### config.mk
export PLATFORM = sky130hd
export DESIGN_NAME = murmur64_stream_hash_flat
export DESIGN_NICKNAME = d
export VERILOG_FILES = /design/src/rtl/core/mm64_pkg.sv /design/src/rtl/core/mm64_if.sv /design/src/rtl/core/murmur64_stream_hash.sv /design/src/flat_wrapper.sv
export SDC_FILE = /design/constraint.sdc
export NUM_CORES = 2
export LEC_CHECK = 0
export ABC_AREA = 0
export BUFFER_PORTS_ARGS = -buffer_cell sky130_fd_sc_hd__buf_2
export CAP_MARGIN = 40
export CORE_ASPECT_RATIO = 1.25
export CORE_MARGIN = 1.5
export CORE_UTILIZATION = 25
export DETAILED_ROUTE_END_ITERATION = 10
export GPL_TIMING_DRIVEN = 0
export PLACE_DENSITY = 0.37
export SYNTH_ARGS = -nofsm -noshare
export SYNTH_HDL_FRONTEND = slang
export SYNTH_SLANG_ARGS = --single-unit
### constraint.sdc
create_clock -name clk_i -period 8.8 [get_ports clk_i]
set_input_delay 2.64 -clock clk_i [delete_from_list [all_inputs] [get_ports clk_i]]
set_output_delay 2.64 -clock clk_i [all_outputs]
set_load 0.01 [all_outputs]
### src/rtl/core/mm64_pkg.sv
// Package for the murmur64 stream hash: register indexes, reset values, sequencer states.
package mm64_pkg;

  // Bytes in one message word
  localparam int unsigned BLOCK_BYTES = 8;

  // Configuration port geometry
  localparam int unsigned CfgIdxW  = 3;
  localparam int unsigned CfgDataW = 64;

  // Configuration register indexes
  localparam logic [CfgIdxW-1:0] CFG_HASH_SEED      = 3'd0;
  localparam logic [CfgIdxW-1:0] CFG_MIX_MULTIPLIER = 3'd1;
  localparam logic [CfgIdxW-1:0] CFG_MIX_SHIFT      = 3'd2;
  localparam logic [CfgIdxW-1:0] CFG_FOLD_CASE      = 3'd3;

  // Register reset values
  localparam logic [63:0] MIX_MULT_RESET  = 64'hC6A4_A793_5BD1_E995;
  localparam logic [5:0]  MIX_SHIFT_RESET = 6'd47;

  // Sequencer states
  typedef enum logic [2:0] {
    ST_IDLE,     // waiting for a beat
    ST_START,    // beat captured, pick first operation
    ST_LEN_MUL,  // total_length * m
    ST_K1_MUL,   // word * m
    ST_K2_MUL,   // (k ^ k >> r) * m
    ST_ACC_MUL,  // (acc ^ k) * m
    ST_FINAL     // load result register
  } mm64_state_e;

endpackage

### src/rtl/core/mm64_if.sv
// Stream channel interfaces for the murmur64 stream hash: message words in, hashes out.
interface mm64_in_if;
  logic        valid;
  logic        ready;
  logic [63:0] data_word;
  logic [3:0]  byte_count;
  logic        first_word;
  logic        last_word;
  logic [31:0] total_length;

  modport source (
    output valid, data_word, byte_count, first_word, last_word, total_length,
    input  ready
  );
  modport sink (
    input  valid, data_word, byte_count, first_word, last_word, total_length,
    output ready
  );
endinterface

interface mm64_out_if;
  logic        valid;
  logic        ready;
  logic [63:0] hash_value;

  modport source (
    output valid, hash_value,
    input  ready
  );
  modport sink (
    input  valid, hash_value,
    output ready
  );
endinterface

### src/rtl/core/murmur64_stream_hash.sv
// Top level of the murmur64 stream hash: sequencer around one shared 32x32 multiplier.
//
// Words of a message arrive one beat at a time on in_i; after a beat marked
// last_word the hash appears on out_o. Every 64-bit product is built from three
// 32x32 partial products on a single shared multiplier. A beat holds ready low
// from its capture until the sequencer returns to idle: with first_word the
// length is multiplied first, a full word takes three multiplies, a partial word
// one and an empty one none, and with last_word the result register is loaded
// (plus any wait for the output register to free up). The next beat is taken in
// the idle state that follows. The result register on out_o is separate, so the
// next word is accepted while a hash still waits to be taken. Configuration is
// written through cfg_we_i while idle; the user must ensure this, the block does not.
module murmur64_stream_hash
  import mm64_pkg::*;
(
  input  logic                clk_i,
  input  logic                rst_ni,
  input  logic                cfg_we_i,
  input  logic [CfgIdxW-1:0]  cfg_index_i,
  input  logic [CfgDataW-1:0] cfg_wdata_i,
  mm64_in_if.sink             in_i,
  mm64_out_if.source          out_o
);

  // Configuration registers
  logic [63:0] seed_q, mult_q;
  logic [5:0]  shift_q;
  logic        fold_q;

  // Sequencer and datapath registers
  mm64_state_e state_q, state_d, disp_state;
  logic [1:0]  ph_q, ph_d;
  logic [63:0] a_q, a_d;
  logic [63:0] acc_q, acc_d;
  logic [63:0] pp_q, pp_d;
  logic [63:0] prod_q, prod_d;
  logic [63:0] word_q, word_d;
  logic [3:0]  count_q, count_d;
  logic        first_q, last_q;
  logic [31:0] len_q;
  logic        out_valid_q, out_valid_d;
  logic [63:0] out_data_q, out_data_d;

  logic        accept, mul_state, mul_done, out_free;
  logic [31:0] mul_a, mul_b;
  logic [63:0] prod_full, acc_base, masked, final_val;

  // Lowercase ASCII A-Z in each byte lane
  function automatic logic [63:0] lower_word(input logic [63:0] w);
    logic [63:0] r;
    logic [7:0]  b;
    r = w;
    for (int i = 0; i < BLOCK_BYTES; i++) begin
      b = w[8*i +: 8];
      if (b >= 8'h41 && b <= 8'h5A) begin
        r[8*i +: 8] = b | 8'h20;
      end
    end
    return r;
  endfunction

  // Keep the low bytes of a partial word
  function automatic logic [63:0] keep_bytes(input logic [63:0] w, input logic [3:0] n);
    logic [63:0] r;
    r = '0;
    for (int i = 0; i < BLOCK_BYTES; i++) begin
      if (4'(i) < n) begin
        r[8*i +: 8] = w[8*i +: 8];
      end
    end
    return r;
  endfunction

  assign accept    = in_i.valid && in_i.ready;
  assign in_i.ready = (state_q == ST_IDLE);
  assign out_free  = !out_valid_q || out_o.ready;
  assign out_o.valid      = out_valid_q;
  assign out_o.hash_value = out_data_q;

  // Configuration writes
  always_ff @(posedge clk_i or negedge rst_ni) begin
    if (!rst_ni) begin
      seed_q  <= '0;
      mult_q  <= MIX_MULT_RESET;
      shift_q <= MIX_SHIFT_RESET;
      fold_q  <= 1'b0;
    end else if (cfg_we_i) begin
      case (cfg_index_i)
        CFG_HASH_SEED:      seed_q  <= cfg_wdata_i;
        CFG_MIX_MULTIPLIER: mult_q  <= cfg_wdata_i;
        CFG_MIX_SHIFT:      shift_q <= cfg_wdata_i[5:0];
        CFG_FOLD_CASE:      fold_q  <= cfg_wdata_i[0];
        default: ;
      endcase
    end
  end

  // Shared multiplier: phase 0 aL*bL, 1 aL*bH, 2 aH*bL, 3 final add
  assign mul_state = (state_q == ST_LEN_MUL) || (state_q == ST_K1_MUL) ||
                     (state_q == ST_K2_MUL)  || (state_q == ST_ACC_MUL);
  assign mul_done  = mul_state && (ph_q == 2'd3);

  always_comb begin
    mul_a = a_q[31:0];
    mul_b = mult_q[31:0];
    case (ph_q)
      2'd1:    mul_b = mult_q[63:32];
      2'd2:    mul_a = a_q[63:32];
      default: ;
    endcase
    pp_d = {32'b0, mul_a} * {32'b0, mul_b};
  end

  // Partial-product accumulation
  assign prod_full = prod_q + {pp_q[31:0], 32'b0};

  always_comb begin
    prod_d = prod_q;
    ph_d   = ph_q;
    if (mul_state) begin
      ph_d = ph_q + 2'd1;
      case (ph_q)
        2'd1:    prod_d = pp_q;
        2'd2:    prod_d = prod_full;
        default: ;
      endcase
    end
  end

  // Dispatch after the initial accumulator is known
  assign acc_base = (state_q == ST_LEN_MUL) ? (seed_q ^ prod_full) : acc_q;
  assign masked   = keep_bytes(word_q, count_q);
  assign final_val = acc_q ^ (acc_q >> shift_q);

  always_comb begin
    if (count_q == 4'(BLOCK_BYTES)) begin
      disp_state = ST_K1_MUL;
    end else if (count_q != 4'd0) begin
      disp_state = ST_ACC_MUL;
    end else if (last_q) begin
      disp_state = ST_FINAL;
    end else begin
      disp_state = ST_IDLE;
    end
  end

  // Next state
  always_comb begin
    state_d = state_q;
    case (state_q)
      ST_IDLE:    if (accept) state_d = ST_START;
      ST_START:   state_d = first_q ? ST_LEN_MUL : disp_state;
      ST_LEN_MUL: if (mul_done) state_d = disp_state;
      ST_K1_MUL:  if (mul_done) state_d = ST_K2_MUL;
      ST_K2_MUL:  if (mul_done) state_d = ST_ACC_MUL;
      ST_ACC_MUL: if (mul_done) state_d = last_q ? ST_FINAL : ST_IDLE;
      ST_FINAL:   if (out_free) state_d = ST_IDLE;
      default:    state_d = ST_IDLE;
    endcase
  end

  // Datapath outputs of the sequencer
  always_comb begin
    a_d         = a_q;
    acc_d       = acc_q;
    word_d      = word_q;
    count_d     = count_q;
    out_valid_d = out_valid_q && !out_o.ready;
    out_data_d  = out_data_q;
    if (accept) begin
      word_d = fold_q ? lower_word(in_i.data_word) : in_i.data_word;
      if (in_i.byte_count inside {[4'd9:4'd15]}) begin
        count_d = 4'(BLOCK_BYTES);
      end else begin
        count_d = in_i.byte_count;
      end
    end
    case (state_q)
      ST_START: begin
        if (first_q) begin
          a_d = {32'b0, len_q};
        end else begin
          a_d = (disp_state == ST_K1_MUL) ? word_q : (acc_base ^ masked);
        end
      end
      ST_LEN_MUL: begin
        if (mul_done) begin
          acc_d = acc_base;
          a_d   = (disp_state == ST_K1_MUL) ? word_q : (acc_base ^ masked);
        end
      end
      ST_K1_MUL: if (mul_done) a_d = prod_full ^ (prod_full >> shift_q);
      ST_K2_MUL: if (mul_done) a_d = acc_q ^ prod_full;
      ST_ACC_MUL: if (mul_done) acc_d = prod_full;
      ST_FINAL: begin
        if (out_free) begin
          out_valid_d = 1'b1;
          out_data_d  = final_val;
        end
      end
      default: ;
    endcase
  end

  // Control registers
  always_ff @(posedge clk_i or negedge rst_ni) begin
    if (!rst_ni) begin
      state_q     <= ST_IDLE;
      ph_q        <= '0;
      acc_q       <= '0;
      out_valid_q <= 1'b0;
    end else begin
      state_q     <= state_d;
      ph_q        <= ph_d;
      acc_q       <= acc_d;
      out_valid_q <= out_valid_d;
    end
  end

  // Payload registers
  always_ff @(posedge clk_i) begin
    a_q        <= a_d;
    pp_q       <= pp_d;
    prod_q     <= prod_d;
    word_q     <= word_d;
    count_q    <= count_d;
    out_data_q <= out_data_d;
    if (accept) begin
      first_q <= in_i.first_word;
      last_q  <= in_i.last_word;
      len_q   <= in_i.total_length;
    end
  end

  // Checks
  a_ready_idle: assert property (@(posedge clk_i) disable iff (!rst_ni)
    in_i.ready |-> (state_q == ST_IDLE))
    else $error("ready raised outside idle");

  a_phase_mul: assert property (@(posedge clk_i) disable iff (!rst_ni)
    (ph_q != 2'd0) |-> mul_state)
    else $error("multiplier phase running outside a multiply state");

  a_final_load: assert property (@(posedge clk_i) disable iff (!rst_ni)
    (state_q == ST_FINAL) && out_free |=>
      out_valid_q && (out_o.hash_value == $past(final_val)))
    else $error("final hash not loaded into result register");

  a_empty_beat: assert property (@(posedge clk_i) disable iff (!rst_ni)
    (state_q == ST_START) && !first_q && (count_q == 4'd0) && !last_q |=>
      (state_q == ST_IDLE))
    else $error("empty middle beat did not return to idle");

endmodule

### src/flat_wrapper.sv
// flat-port wrapper written by rule: the top's interface ports become plain ports
module murmur64_stream_hash_flat import mm64_pkg::*;
  (clk_i, rst_ni, cfg_we_i, cfg_index_i, cfg_wdata_i, in_i_valid, in_i_data_word, in_i_byte_count, in_i_first_word, in_i_last_word, in_i_total_length, in_i_ready, out_o_valid, out_o_hash_value, out_o_ready);
  mm64_in_if in_i_i ();
  mm64_out_if out_o_i ();
  input  logic clk_i;
  input  logic rst_ni;
  input  logic cfg_we_i;
  input  logic [CfgIdxW-1:0] cfg_index_i;
  input  logic [CfgDataW-1:0] cfg_wdata_i;
  input wire logic [$bits(in_i_i.valid)-1:0] in_i_valid;
  input wire logic [$bits(in_i_i.data_word)-1:0] in_i_data_word;
  input wire logic [$bits(in_i_i.byte_count)-1:0] in_i_byte_count;
  input wire logic [$bits(in_i_i.first_word)-1:0] in_i_first_word;
  input wire logic [$bits(in_i_i.last_word)-1:0] in_i_last_word;
  input wire logic [$bits(in_i_i.total_length)-1:0] in_i_total_length;
  output wire logic [$bits(in_i_i.ready)-1:0] in_i_ready;
  output wire logic [$bits(out_o_i.valid)-1:0] out_o_valid;
  output wire logic [$bits(out_o_i.hash_value)-1:0] out_o_hash_value;
  input wire logic [$bits(out_o_i.ready)-1:0] out_o_ready;
  assign in_i_i.valid = in_i_valid;
  assign in_i_i.data_word = in_i_data_word;
  assign in_i_i.byte_count = in_i_byte_count;
  assign in_i_i.first_word = in_i_first_word;
  assign in_i_i.last_word = in_i_last_word;
  assign in_i_i.total_length = in_i_total_length;
  assign in_i_ready = in_i_i.ready;
  assign out_o_valid = out_o_i.valid;
  assign out_o_hash_value = out_o_i.hash_value;
  assign out_o_i.ready = out_o_ready;
  murmur64_stream_hash u_core (.clk_i(clk_i), .rst_ni(rst_ni), .cfg_we_i(cfg_we_i), .cfg_index_i(cfg_index_i), .cfg_wdata_i(cfg_wdata_i), .in_i(in_i_i), .out_o(out_o_i));
endmodule
==> summary.md <==
| Metric | Value |
|---|---|
| Clock transition at path regs | 0.08 ns |
| I/O pin count | 240 |
| Synth Register Bits | 563 |
| Setup violators final | 10 |
| Netlist Area Pre-Place | 0.0681 mm2 |
| Skew-Pair Late Insertion Delay | 0.75 ns |
| Largest family of logic cells by synthesized area | adder cells |
| Cell taking the most area after synthesis | fa_1 |
| Sequential area share after synthesis | 22.5% |
| Initial Util | 25.1% |
| Worst slew margin | 29.2% |
| DR iter-0 viols | 6305 |
| Die ar. | around 0.28 mm2 |
| Failing checks | negative setup slack |
| Largest net degree at the start of global routing | 87 |
| Hold Crit Class | register to register |
| Minimum clock period | 8.95 ns |
| Final Slew Violations | 0 |
| DR vias | 61602 |
| Most frequently used flop master after synthesis | edfxtp_1 |
| Layout cell share with drive strength beyond 1 | 20.4% |
| CTS tree | done |
| RD Place Congestion | 1.01 |
| Clock Tree Buf Depth | 3 |
| Post-Route Skew | 0.0714 ns |
| Post-synth EDFFs | 294 |
| Critical path type | register to register |
| Top sig layer | met5 |
| Outcome | finished, violations left |
| H-tree level count | 2 |
| DRT met1 WL | 152000 um |
| Area growth syn-to-layout | 23.5% |
| Peak Freq | ~0.11 GHz |
| Critical path fanouts, max | 10 |
| Fin crit share | 102% |
| Synth Area in XOR/XNOR | 4.33% |
| Setup ws final | -0.149 ns |
| Syn Nets | 8644 |
| Post-route ant nets | 0 |
| Grt ovf | 0 |
| Area share of fa/ha/maj cells after synthesis | a little under a third |
| Final Util | 31.0% |
| Final hold violations | 0 |
| Clock sinks | 563 |
| Drt drc | 0 |
| Cell at the slowest stage of the critical path | fa_2 |
| Core Area | 0.272 mm2 |
| Mean Syn Cell Area | 9.36 um2 |
| Mux contribution to synthesized area | 9.81% |
| Drt first pass iters | 6 |
| Async SR Flop Fraction | a little over a third |
| Least-Margin Pin Slew | 1.06 ns |
| Final cell count without fillers | 11718 |
| Die height | 587 um |
| Setup TNS | -0.937 ns |
| Area share of the leading cell type in the synthesized netlist | a little over a quarter |
| Placed cells | 11407 |
| Critical path capture point type | register |
| Wirelength, routed | 428000 um |
| Synth Instances | 7275 |
| Most frequent cell after synthesis | nor2_1 |
| FILL cells | approximately 29000 |
| Hpwl dp | 363000 um |
| CP Launch Type | register |
| YS warnings | 0 |
| Gr usage total | between 30 and 40% |
| CP required | 9.41 ns |
| Max stage delay on crit path | 0.63 ns |
| Die width | 470 um |
| Initial antenna violation count | 45 |
| Simple-Gate Fraction of Synth Area | 13.2% |
| CP dominant cell by count | fa_1 |
| Netlist cell types | between 100 and 150 |
| Most common library cells after synthesis | 929 x nor2_1, 910 x inv_1, 909 x nand2_1 |
| Max cap viols | 0 |
| Port Buf Inserts | 239 |
| Clk root buf | clkbuf_16 |
| Global-route wire length before repair | 571000 um |
| Core Rows | 214 |
| Metal2 WL | just over 200000 um |
| WL met3 | 25800 um |
| Compound-cell area share of the yosys netlist | 10.6% |
| Total CTS buffers | 57 |
| RSZ-0062 raised after global routing | true |
| Via/cell ratio | ~5.3 |
| Top cells by area, synth | fa_1 26%, edfxtp_1 13%, dfrtp_1 6.1%, ha_1 5.5%, nor2_1 5.1% |
| Routed WL per cell | approximately 37 um |
| Vias in the first global route | 63885 |
| Fin nets | 9448 |
| WP data arrival | between 9 and 10 ns |
state kept, by name, indices dropped and copies added, names as in the netlist:
signal / cells
u_core.seed_q: 64
u_core.acc_q: 64
u_core.first_q: 1
u_core.a_q: 64
u_core.state_q: 3
u_core.shift_q: 6
u_core.count_q: 4
u_core.prod_q: 64
u_core.mult_q: 64
u_core.last_q: 1
u_core.out_o.hash_value: 64
u_core.len_q: 32
u_core.fold_q: 1
u_core.pp_q: 64
u_core.ph_q: 2
u_core.word_q: 64
u_core.out_o.valid: 1
cell usage in the layout, fill, tap and decap left out, types with 72 or more instances in the layout:
cell type    n
clkbuf_1   242
fa_1       858
buf_2      285
mux4_2     101
buf_8      127
dfrtp_1    165
buf_4      222
buf_1      102
o21ai_0    191
xnor2_1    212
nand3_1     89
mux2_2     208
nor2_1     915
inv_1      892
edfxtp_1   294
nand2_1    905
mux2i_1    111
buf_6      139
xor2_1     104
a211oi_1    72
ha_1       273
a21oi_1    260
through the flow:
stage / setup slack (ns) / hold slack [ns] / area [um2]
6_report: -0.149 / 0.543 / 84100
5_1_grt: -0.281 / 0.563 / 84100
4_1_cts: -0.154 / 0.540 / 82900
3_5_place_dp: -2.59 / 0.521 / 78100
3_3_place_gp: -4.67 / 0.512 / 73800
2_1_floorplan: 0.0621 / 0.480 / 68100
routing by layer:
layer,track usage [%],vias up
li1,-,25573
met3,4.14,1078
met5,0,-
met4,28.1,6
met1,33.9,31689
met2,50.9,3256
critical path: cells and delay by family (launching register included):
family	cells	cell delay (ns)
flops	1	0.44
buf+inv	6	1.25
xor+xnor	1	0.15
mux	1	0.32
fa+ha+maj	10	4.56
compound gates	10	1.92
simple gates	2	0.20
logic make-up (layout without fill, tap and decap cells):
logic type               count (synthesis)  in the layout
AND/OR/NAND/NOR                       2177           2177
XOR/XNOR                               333            333
AO/OA/AOI/OAI                         1090           1090
multiplexers                           511            511
adder cells (fa/ha/maj)               1195           1195
buffers and inverters                 1406           2259
flip-flops                             563            563
other                                    0             26
what timing repair did:
item	CTS	global route
setup endpoints to repair	50	26
hold buffers	0	0
resized for setup	472	205
buffers inserted	112	73
pin swaps	85	85
cloned	2	0
worst paths after layout:
kind | from | end | slack, ns | depth (start not counted)
worst max register to register | u_core.ph_q[0] | u_core.pp_q[61] | -0.15 | 30
worst max-delay path | u_core.ph_q[0] | u_core.pp_q[61] | -0.15 | 30
min in group asynchronous | rst_ni | u_core.acc_q[8] | 1.84 | 1
worst min-delay path | u_core.pp_q[32] | u_core.prod_q[32] | 0.54 | 1
worst min register to register | u_core.pp_q[32] | u_core.prod_q[32] | 0.54 | 1
max in group asynchronous | rst_ni | u_core.mult_q[41] | 5.70 | 3
layout make-up:
cell class	count	area [um2]	area share (%)
Antenna cell	26	65.1	0.0773
Sequential cell	563	15300	18.2
Clock inverter	34	412	0.489
Multi-Input combinational cell	5306	49300	58.6
Timing Repair Buffer	758	7090	8.43
Tap cell	3564	4460	5.30
Inverter	913	3430	4.07
Clock buffer	74	1550	1.84
Buffer	480	2530	3.01
Power is not shown: default switching activity piles up to over one toggle a cycle in this logic, so the estimate is an artifact.
